`src/design/pts_pkg.sv`:
```
// ----------------------------------------------------------------------------
// pts_pkg
// types and constants shared by the process table scheduler
// ----------------------------------------------------------------------------
`default_nettype none
package pts_pkg;
	localparam logic [1:0] OP_SLEEP    = 2'd0;
	localparam logic [1:0] OP_SCHEDULE = 2'd1;
	localparam logic [1:0] OP_CREATE   = 2'd2;

	localparam logic [1:0] ST_FREE  = 2'd0;
	localparam logic [1:0] ST_RUN   = 2'd1;
	localparam logic [1:0] ST_WAIT  = 2'd2;
	localparam logic [1:0] ST_SLEEP = 2'd3;

	localparam logic [1:0] STAT_OK      = 2'd0;
	localparam logic [1:0] STAT_NO_RUN  = 2'd1;
	localparam logic [1:0] STAT_NO_FREE = 2'd2;

	localparam logic [14:0] PID_MAX = 15'h7fff;

	typedef struct packed {
		logic [1:0]         operation;
		logic [3:0]         current_slot;
		logic [15:0]        channel;
		logic signed [7:0]  priority_req;
	} req_t;

	typedef struct packed {
		logic [1:0]         status;
		logic [3:0]         slot;
		logic [14:0]        new_pid;
		logic signed [7:0]  current_priority;
	} rsp_t;

	// fields one cell passes to the next when the ring shifts
	typedef struct packed {
		logic [1:0]        state;
		logic signed [7:0] prio;
		logic [14:0]       pid;
	} cell_out_t;

	// command broadcast from the control to every cell
	typedef struct packed {
		logic        shift;
		logic        wr_sleep;
		logic        wr_create;
		logic [1:0]  sleep_state;
		logic signed [7:0] sleep_prio;
		logic [15:0] sleep_chan;
		logic [14:0] new_pid;
		logic [14:0] parent_pid;
	} cell_cmd_t;
endpackage
`default_nettype wire

```
`src/design/pts_cell.sv`:
```
// ----------------------------------------------------------------------------
// pts_cell
// one process slot; rotates its contents to the next cell when shift is set
// ----------------------------------------------------------------------------
`default_nettype none
module pts_cell import pts_pkg::*; (
	input  wire logic      clk,
	input  wire logic      arst_n,
	input  wire cell_cmd_t cmd,
	input  wire logic      sel_sleep,
	input  wire logic      sel_create,
	input  wire cell_out_t prev,
	input  wire logic [15:0] prev_chan,
	input  wire logic [14:0] prev_ppid,
	output cell_out_t      cur,
	output logic [15:0]    chan,
	output logic [14:0]    ppid
);
	cell_out_t   d_q;
	logic [15:0] chan_q;
	logic [14:0] ppid_q;

	always_ff @(posedge clk or negedge arst_n) begin
		if (!arst_n) begin
			d_q    <= '0;
			chan_q <= '0;
			ppid_q <= '0;
		end else if (cmd.shift) begin
			d_q    <= prev;
			chan_q <= prev_chan;
			ppid_q <= prev_ppid;
		end else if (cmd.wr_sleep && sel_sleep) begin
			d_q.state <= cmd.sleep_state;
			d_q.prio  <= cmd.sleep_prio;
			chan_q    <= cmd.sleep_chan;
		end else if (cmd.wr_create && sel_create) begin
			d_q.state <= ST_RUN;
			d_q.pid   <= cmd.new_pid;
			ppid_q    <= cmd.parent_pid;
		end
	end

	assign cur  = d_q;
	assign chan = chan_q;
	assign ppid = ppid_q;
endmodule
`default_nettype wire

```
`src/design/process_table_scheduler.sv`:
```
// ----------------------------------------------------------------------------
// process_table_scheduler
// slot table held in a ring of cells; each schedule or create pass rotates the ring once
// ----------------------------------------------------------------------------
// a sleep writes its slot directly; a schedule makes one pass of the ring;
// a create makes one pass per candidate pid, advancing past pids already in use
// one request at a time: in_stall holds while busy or while a result is pending
// reset clears every slot to free with zero fields, cursor and pid counter
`default_nettype none
module process_table_scheduler import pts_pkg::*; #(
	parameter int NUM_SLOTS = 16
) (
	input  wire logic clk,
	input  wire logic arst_n,
	input  wire logic in_valid,
	output logic      in_stall,
	input  wire req_t in_data,
	output logic      out_valid,
	input  wire logic out_stall,
	output rsp_t      out_data
);
	localparam int IW = (NUM_SLOTS > 1) ? $clog2(NUM_SLOTS) : 1;
	localparam int CW = $clog2(NUM_SLOTS + 1);

	localparam logic [1:0] S_IDLE = 2'd0;
	localparam logic [1:0] S_SCAN = 2'd1;
	localparam logic [1:0] S_DONE = 2'd2;

	logic [1:0]    state_q;
	req_t          req_q;
	logic [CW-1:0] cnt_q;
	logic [IW-1:0] pos_q;        // slot index held at cell 0
	logic [IW-1:0] cursor_q;
	logic signed [7:0] picked_q;
	logic [14:0]   last_pid_q;
	logic [14:0]   cand_q;
	logic          hit_q;
	logic          found_q;
	logic signed [8:0] best_q;
	logic [IW-1:0] pick_q;
	logic          free_q;
	logic [IW-1:0] free_idx_q;
	logic [14:0]   ppid_val_q;
	logic          out_valid_q;
	rsp_t          out_q;
	rsp_t          done_rsp;

	cell_out_t   c_out [NUM_SLOTS];
	logic [15:0] c_chan [NUM_SLOTS];
	logic [14:0] c_ppid [NUM_SLOTS];
	cell_cmd_t   cmd;

	logic cur_ok;
	assign cur_ok = 32'(in_data.current_slot) < NUM_SLOTS;

	// scanned slot: cell 0 holds pos_q; the index of the slot visited this cycle
	logic [IW-1:0] idx;
	assign idx = pos_q;

	logic [14:0] adv_cand;
	assign adv_cand = (cand_q == PID_MAX) ? 15'd1 : cand_q + 15'd1;

	logic pass_end;
	assign pass_end = cnt_q == CW'(NUM_SLOTS - 1);

	logic do_accept;
	assign do_accept = in_valid && !in_stall;
	assign in_stall  = state_q != S_IDLE || out_valid_q;

	always_comb begin
		cmd = '0;
		cmd.shift       = state_q == S_SCAN;
		cmd.wr_sleep    = do_accept && in_data.operation == OP_SLEEP && cur_ok;
		cmd.sleep_state = in_data.priority_req[7] ? ST_SLEEP : ST_WAIT;
		cmd.sleep_prio  = in_data.priority_req;
		cmd.sleep_chan  = in_data.channel;
		cmd.wr_create   = state_q == S_DONE && req_q.operation == OP_CREATE && free_q;
		cmd.new_pid     = cand_q;
		// a parent that is the new slot itself sees the new pid
		cmd.parent_pid  = (free_idx_q == req_q.current_slot[IW-1:0]) ? cand_q : ppid_val_q;
	end

	always_comb begin
		done_rsp = '0;
		if (req_q.operation == OP_SCHEDULE) begin
			if (found_q) begin
				done_rsp.slot             = 4'(pick_q);
				done_rsp.current_priority = best_q[7:0];
			end else begin
				done_rsp.status = STAT_NO_RUN;
			end
		end else if (req_q.operation == OP_CREATE) begin
			if (free_q) begin
				done_rsp.slot    = 4'(free_idx_q);
				done_rsp.new_pid = cand_q;
			end else begin
				done_rsp.status = STAT_NO_FREE;
			end
		end
	end

	// ring rotates toward lower index; with pos_q at cell 0, slot s sits at cell s-pos_q
	for (genvar g = 0; g < NUM_SLOTS; g++) begin : g_cell
		localparam int N = (g + 1) % NUM_SLOTS;
		logic ss, sc;
		assign ss = IW'(g) == IW'(in_data.current_slot[IW-1:0] - pos_q);
		assign sc = IW'(g) == IW'(free_idx_q - pos_q);
		pts_cell u_cell (
			.clk, .arst_n, .cmd,
			.sel_sleep(ss), .sel_create(sc),
			.prev(c_out[N]), .prev_chan(c_chan[N]), .prev_ppid(c_ppid[N]),
			.cur(c_out[g]), .chan(c_chan[g]), .ppid(c_ppid[g])
		);
	end

	// round-robin order from cursor+1 versus pos order from 0: rank by distance
	logic [IW-1:0] rank;
	assign rank = IW'(idx - cursor_q - IW'(1));

	always_ff @(posedge clk or negedge arst_n) begin
		if (!arst_n) begin
			state_q     <= S_IDLE;
			cnt_q       <= '0;
			pos_q       <= '0;
			cursor_q    <= '0;
			picked_q    <= '0;
			last_pid_q  <= '0;
			out_valid_q <= 1'b0;
		end else begin
			if (out_valid_q && !out_stall) out_valid_q <= 1'b0;
			case (state_q)
				S_IDLE: begin
					if (do_accept) begin
						req_q <= in_data;
						cnt_q <= '0;
						hit_q <= 1'b0;
						found_q <= 1'b0;
						best_q <= 9'sd128;
						free_q <= 1'b0;
						cand_q <= (last_pid_q == PID_MAX) ? 15'd1 : last_pid_q + 15'd1;
						ppid_val_q <= '0;
						if (in_data.operation == OP_SCHEDULE ||
							in_data.operation == OP_CREATE)
							state_q <= S_SCAN;
						else
							state_q <= S_DONE;
					end
				end
				S_SCAN: begin
					pos_q <= (32'(pos_q) == NUM_SLOTS - 1) ? '0 : pos_q + IW'(1);
					cnt_q <= pass_end ? '0 : cnt_q + CW'(1);
					if (req_q.operation == OP_SCHEDULE) begin
						// earliest rank wins ties; ranks are visited out of order
						if (c_out[0].state == ST_RUN &&
							(9'(c_out[0].prio) < best_q ||
							 (9'(c_out[0].prio) == best_q && found_q &&
							  rank < IW'(pick_q - cursor_q - IW'(1))))) begin
							best_q  <= 9'(c_out[0].prio);
							pick_q  <= idx;
							found_q <= 1'b1;
						end
						if (pass_end) state_q <= S_DONE;
					end else begin
						if (c_out[0].pid == cand_q) hit_q <= 1'b1;
						if (c_out[0].state == ST_FREE &&
							(!free_q || idx < free_idx_q)) begin
							free_q     <= 1'b1;
							free_idx_q <= idx;
						end
						if (32'(idx) == 32'(req_q.current_slot))
							ppid_val_q <= c_out[0].pid;
						if (pass_end) begin
							if (hit_q || c_out[0].pid == cand_q) begin
								cand_q <= adv_cand;
								hit_q  <= 1'b0;
							end else begin
								state_q <= S_DONE;
							end
						end
					end
				end
				S_DONE: begin
					state_q     <= S_IDLE;
					out_valid_q <= 1'b1;
					out_q       <= done_rsp;
					if (req_q.operation == OP_SCHEDULE) begin
						if (found_q) begin
							cursor_q <= pick_q;
							picked_q <= best_q[7:0];
						end
					end else if (req_q.operation == OP_CREATE) begin
						last_pid_q <= cand_q;
					end
				end
				default: state_q <= S_IDLE;
			endcase
		end
	end

	assign out_valid = out_valid_q;
	assign out_data  = out_q;

	a_no_accept_busy: assert property (@(posedge clk) disable iff (!arst_n)
		state_q != S_IDLE |-> in_stall) else $error("accept while busy");
	a_done_result: assert property (@(posedge clk) disable iff (!arst_n)
		state_q == S_DONE |=> out_valid) else $error("no result after done");
	a_pos_home: assert property (@(posedge clk) disable iff (!arst_n)
		state_q == S_IDLE |-> pos_q == '0) else $error("ring not aligned");
endmodule
`default_nettype wire
```
`config.mk`:
```
export PLATFORM = sky130hd
export DESIGN_NAME = process_table_scheduler
export DESIGN_NICKNAME = d
export VERILOG_FILES = /design/src/design/pts_pkg.sv /design/src/design/pts_cell.sv /design/src/design/process_table_scheduler.sv
export SDC_FILE = /design/constraint.sdc
export NUM_CORES = 1
export LEC_CHECK = 0
export BUFFER_PORTS_ARGS = -buffer_cell sky130_fd_sc_hd__buf_2
export CELL_PAD_IN_SITES_DETAIL_PLACEMENT = 0
export CELL_PAD_IN_SITES_GLOBAL_PLACEMENT = 1
export CORE_UTILIZATION = 25
export CTS_CLUSTER_DIAMETER = 200
export DETAILED_ROUTE_END_ITERATION = 10
export PLACE_DENSITY = 0.44
export SETUP_SLACK_MARGIN = 0.5
export SLEW_MARGIN = 25
export SYNTH_ARGS = -nofsm -noshare
export SYNTH_HDL_FRONTEND = slang
export SYNTH_SLANG_ARGS = --single-unit
```
`constraint.sdc`:
```
create_clock -name clk -period 6.18 [get_ports clk]
set_clock_uncertainty 0.05 [all_clocks]
set_input_delay 1.236 -clock clk [delete_from_list [all_inputs] [get_ports clk]]
set_output_delay 1.236 -clock clk [all_outputs]
set_load 0.05 [all_outputs]
```
# [Yosys cells after proc, flatten, opt, wreduce, memory -nomap -nowiden]
# Cells that the tools add are included.
[word_totals] wordCells=423 in_bits=34 register_bits=497 output_inout_bits=31
[classes] order_cmp=3 muxes=139 n_bitwise=3 eq_ne=67 n_reduce_logical=135 n_addsub=10
[op_table] operator="$mux W15" n=38
[op_table] operator="$mux W25" n=16
[op_table] operator="$mux W8" n=16
[op_table] operator="$mux W2" n=39
[op_table] operator="$reduce_bool A2 Y1" n=35
[op_table] operator="$eq A4 B4 Y1 const A" n=16
[op_table] operator="$reduce_bool A3 Y1" n=16
[op_table] operator="$logic_and A1 B1 Y1" n=41
[op_table] operator="$reduce_and A2 Y1" n=19
[op_table] operator="$ne A2 B2 Y1 const B" n=18
[op_table] operator="$eq A3 B4 Y1 const A" n=8
[op_table] operator="$add A15 B1 Y15 const B" n=2
[op_table] operator="$eq A15 B15 Y1 const B" n=2
[op_table] operator="$pmux W15 S2" n=1
[op_table] operator="$mux W9" n=3
[op_table] operator="$mux W21" n=1
[op_table] operator="$mux W19" n=1
[op_table] operator="$pmux W9 S2" n=1
[op_table] operator="$eq A2 B4 Y1 const A" n=4
[op_table] operator="$sub A4 B4 Y4" n=4
[op_table] operator="$eq A15 B15 Y1" n=1
[op_table] operator="$mux W1" n=13
[op_table] operator="$reduce_and A3 Y1" n=4
[op_table] operator="$reduce_and A4 Y1" n=3
[op_table] operator="27 further kinds" n=55

# [Depth between registers and ports, before layout]
[depth] depth_word=9 mapped_depth=10 ltp_nobuf=10

# [Modules after synthesis]
# Synthesis repeated with hierarchy kept, for this count alone.
[hier_totals] cells_unflattened=3969 hier_area_um2=51459.4
[modules_own_cells] module="pts_cell" seq_area_each_um2=1401.3 cells_each=213 n_inst=16 area_per_inst_um2=2806.4
[modules_own_cells] module="process_table_scheduler" seq_area_each_um2=3328.2 cells_each=561 n_inst=1 area_per_inst_um2=6556.3

# [Worst setup path before layout]
# Ideal clock, no wire load.
[synth_path] path_type="reg-to-reg" from="register state_q[1]" to="register cand_q[0], enable pin" path_buffers=3 arrival_ps=3050 required_time_ps=5699 synth_period_minus_slack_ps=3531 setup_slack_ps=2649 stages_incl_launch_ff=8 setup_ps=431 cell_sequence="dfrtp_1 buf_6 nand2b_1 clkinv_1 buf_2 clkbuf_1 and2_1 o41ai_1"
[synth_between] elab_chain_cells=6 elab_cells_between_ends=12 cone_classes="eq/ne: 5; reduce/logical: 7"
[synth_rtl] item="start, declared" line_no="process_table_scheduler.sv:29" text="logic [1:0] state_q;"
[synth_rtl] item="start signal, assigned" line_no="process_table_scheduler.sv:122" text="state_q <= S_IDLE;"
[synth_rtl] item="start signal, assigned" line_no="process_table_scheduler.sv:144" text="state_q <= S_SCAN;"
[synth_rtl] item="start signal, assigned" line_no="process_table_scheduler.sv:146" text="state_q <= S_DONE;"
[synth_rtl] item="$reduce_bool A2 Y1" line_no="process_table_scheduler.sv:68" text="assign in_stall = state_q != S_IDLE || out_valid_q;"
[synth_rtl] item="$logic_or A1 B1 Y1" line_no="process_table_scheduler.sv:68"
[synth_rtl] item="$logic_not A1 Y1" line_no="process_table_scheduler.sv:67" text="assign do_accept = in_valid && !in_stall;"
[synth_rtl] item="$logic_and A1 B1 Y1" line_no="process_table_scheduler.sv:67"
[synth_rtl] item="$ne A2 B2 Y1 (no source line)"
[synth_rtl] item="$reduce_and A6 Y1 (no source line) *"
[synth_rtl] item="end signal, assigned" line_no="process_table_scheduler.sv:140" text="cand_q <= (last_pid_q == PID_MAX) ? 15'd1 : last_pid_q + 15'd1;"
[synth_rtl] item="end signal, assigned" line_no="process_table_scheduler.sv:174" text="cand_q <= adv_cand;"
[synth_rtl] item="end, declared" line_no="process_table_scheduler.sv:36" text="logic [14:0] cand_q;"
# Mark *: on every way between the ends. The rest lies on a longest branch, timed or not.
# A chain may end at the register's enable or synchronous reset.

# [Worst setup path in the final report]
[layout_path] from="register pos_q[1], in the netlist idx[1]" to="register g_cell[8].u_cell.d_q (netlist bit g_cell[8].u_cell.cur[10])"
[layout_between] elab_chain_cells=5 elab_cells_between_ends=9 cone_classes="add/sub: 2; eq/ne: 3; reduce/logical: 4"
[layout_rtl] item="start, declared" line_no="process_table_scheduler.sv:32" text="logic [IW-1:0] pos_q;"
[layout_rtl] item="start signal, assigned" line_no="process_table_scheduler.sv:150" text="pos_q <= (32'(pos_q) == NUM_SLOTS - 1) ? '0 : pos_q + IW'(1);"
[layout_rtl] item="$sub A4 B4 Y4 (on tied branches)" line_no="process_table_scheduler.sv:106, process_table_scheduler.sv:107"
[layout_rtl] item="$eq A4 B4 Y1 (on tied branches)" line_no="process_table_scheduler.sv:106, process_table_scheduler.sv:107"
[layout_rtl] item="$logic_and A1 B1 Y1 (on tied branches)" line_no="pts_cell.sv:32, pts_cell.sv:36"
[layout_rtl] item="$ne A2 B2 Y1 (no source line) or $reduce_bool A2 Y1 (tied branches)"
[layout_rtl] item="$reduce_and A2 Y1 (no source line) *"
[layout_rtl] item="end signal, assigned" line_no="pts_cell.sv:29" text="d_q <= prev;"
[layout_rtl] item="end, declared" line_no="pts_cell.sv:19" text="cell_out_t d_q;"
# Marked as above.

==> impl_metrics.yaml <==
min_path:
  min_to: "g_cell[4].u_cell.cur[16]"
  hp-start: "g_cell[5].u_cell.cur[16]"
  hp-class: "reg -> reg"
  hold_depth: 2
critical_path:
  r2r-end: "g_cell[8].u_cell.cur[10]"
  r2r_slack_ns: 2.34
  worst_setup_path_end_kind: "flop"
  reg2reg_depth: 8
  setup.worst_path.class: "reg -> reg"
  startpoint_type: "flop"
  critPathRequiredTime_ns: 6.63
  worstPathMaxFanout: 18
  rr_startpoint: "idx[1]"
  arrival_ns: 4.29
run_status:
  run_status: "completed"
cts:
  cts_resized: 0
  cts_tree: "done"
  post-cts-setup-buffer-count: 0
  clock_latency_ns: 0.64
  cts_sinks: 497
  clk_pin_slew_ns: 0.06
  cts_root_buffer: "clkbuf_16"
  cts_buffer_depth: 3
  holdBufCountCts: 0
  numCtsBuffers: 60
  h-tree-depth: 2
placement:
  io_buffers: 48
  gp_congestion: 0.732
  dp_slack_ns: 2.12
  dp_hpwl_mm: 39.7
floorplan:
  die_w_um: 312
  die_h_um: 312
  io_pins: 65
  rows: 113
  start_util_pct: 25.3
  die_area_um2: 97400
  core_um2: 95200
timing:
  grt_setup_unrepaired: "false"
  min_period_over_period_pct: 62.1
  fmax_mhz: 261
  hold_viol: 0
  fin_ws_ns: 2.34
  slew_violations: 0
  slew_headroom_pct: 35.4
  finalCriticalPeriod_ns: 3.84
  setup_viol: 0
  fin_setup_tns_ns: 0
  worst_pin_slew_ns: 0.969
drt:
  ant_nets: 0
  drtIter0Drc: 1052
  avgViaCountPerCell: 4.57
  via_count: 16500
  drtPass1Iterations: 5
  wl_per_cell_um: 18.5
  drc: 0
  routed_wl_mm: 66.8
synthesis:
  synth.avg_cell_area_um2: 10.4
  synthFlopType: "dfrtp_1"
  ys_async_sr_fraction_pct: 86.7
  syn-instance-count: 2321
  yosys_warnings: 0
  syn_nets: 2389
  synth-seq-cells: 497
  ys_types: 78
  seq_area_frac_synth_pct: 53.1
  syn_area_um2: 24000
  synth_edf_count: 66
grt:
  grt.overflow.total: 0
  grt_pass1_wl_mm: 105
  grt_usage_pct: 13.7
  grt_pass1_vias: 16800
  antenna_found_initial: 1
  grt_max_degree: 285
layout:
  final_common_cell: "dfrtp_1"
  final_cell_mix: "dfrtp_1, nand2_1, mux2i_1"
  final_nets: 2364
  drive_gt1_share_pct: 10.1
  area_growth_pct: 14.8
pwr:
  irDropWorstVdd_v: 0.000376
  powerDensity_nw_per_um2: 492
  p_leak_uw: 0.0122
job:
  maxCapViolations: 0
## critical path, cell delays in order, from the launching register on
cell	delay, ns
dfrtp_1	0.57
inv_1	0.29
ha_1	0.37
and3b_4	0.21
o21ai_2	0.52
and3_1	0.91
buf_4	0.43
nor2_1	0.09
a221o_1	0.27
## report_power, final
group / switching [uW] / internal (uW) / leakage, uW
logic: 2990 / 1630 / 0.00498
registers: 757 / 4570 / 0.00620
clock network: 1460 / 2170 / 0.00102
total: 5210 / 8370 / 0.0122
## worst max-delay path by stage
stage	start	end	slack, ns	depth (start not counted)
2_1_floorplan	state_q[1]	cand_q[0]	2.65	7
3_3_place_gp	in_data[24]	g_cell[14].u_cell.cur[19]	2.05	10
3_5_place_dp	in_data[26]	g_cell[11].u_cell.cur[18]	2.12	7
4_1_cts	idx[1]	g_cell[8].u_cell.cur[10]	2.26	8
5_1_grt	idx[1]	g_cell[8].u_cell.cur[10]	2.11	8
6_report	idx[1]	g_cell[8].u_cell.cur[10]	2.34	8
## synth_stat cells (all sizes together), types with 6 or more instances
| master | number | area (um2) |
|---|---|---|
| xnor2 | 23 | 201 |
| and3 | 6 | 37.5 |
| o21ai | 314 | 1580 |
| nand4 | 13 | 81.3 |
| ha | 30 | 375 |
| a21oi | 78 | 394 |
| clkbuf | 117 | 439 |
| a22o | 12 | 105 |
| o21a | 7 | 52.6 |
| dfrtp | 431 | 10800 |
| nor4 | 16 | 164 |
| nand3b | 8 | 72.6 |
| xor2 | 31 | 272 |
| and2 | 37 | 231 |
| a31oi | 11 | 68.8 |
| edfxtp | 66 | 1980 |
| nor2 | 63 | 236 |
| nor3 | 16 | 90.1 |
| a211oi | 10 | 118 |
| inv | 87 | 327 |
| mux2i | 330 | 3300 |
| a221o | 25 | 250 |
| buf | 70 | 410 |
| a21o | 8 | 60.1 |
| o22ai | 16 | 100 |
| o21bai | 7 | 52.6 |
| nand2 | 396 | 1490 |
| nand3 | 19 | 108 |
| nand2b | 12 | 75.1 |
## metrics by stage
step           instances  hold slack [ns]  total power, uW  cell area (um2)  util, %
2_1_floorplan       2321            0.387             8700            24000        -
3_3_place_gp        3498            0.408             9950            25500     26.8
3_5_place_dp        3498            0.411            10000            25500     26.8
4_1_cts             3611            0.387            13800            27600     29.0
5_1_grt             3612            0.418            14700            27600     29.0
6_report            3613            0.413            13600            27600     29.0
## metal layers
| metal | GRT usage (%) | wire length (um) | vias to the layer above |
|---|---|---|---|
| met5 | 0 | 0 | - |
| met4 | 3.16 | 1170 | 0 |
| met3 | 1.89 | 2050 | 68 |
| met2 | 20.7 | 29000 | 220 |
| met1 | 20.5 | 34600 | 8221 |
| li1 | - | - | 7995 |
## flip-flops by register name (all words and copies together) (netlist names)
name,flops
best_q,9
pick_q,4
last_pid_q,15
cursor_q,4
hit_q,1
found_q,1
cand_q,15
idx,4
req_q,2
free_idx_q,4
out_data,29
out_valid,1
free_q,1
g_cell.u_cell.cur,400
cnt_q,5
state_q,2
## cell type report
| class | count | area, um2 |
|---|---|---|
| diodes | 1 | 2.50 |
| clock buffers | 98 | 1900 |
| clock inverters | 15 | 144 |
| fillers | 9881 | 67600 |
| inverters | 89 | 342 |
| multi-input cells | 1548 | 10200 |
| flip-flops and latches | 497 | 12800 |
| well taps | 1265 | 1580 |
| repair buffers | 100 | 698 |
## cell families (layout without fill, tap and decap cells)
group / after synthesis / count (layout) / share of synthesized area, %
adders and majority gates: 34 / 34 / 1.89
and+or+nand+nor: 614 / 614 / 11.8
other: 0 / 1 / 0
muxes: 331 / 331 / 13.8
buffers and inverters: 276 / 302 / 4.92
DFF: 497 / 497 / 53.1
AOI/OAI and AO/OA: 515 / 515 / 12.5
xor gates and xnor gates: 54 / 54 / 1.97
Note: power is estimated with default switching activity, not from simulation.
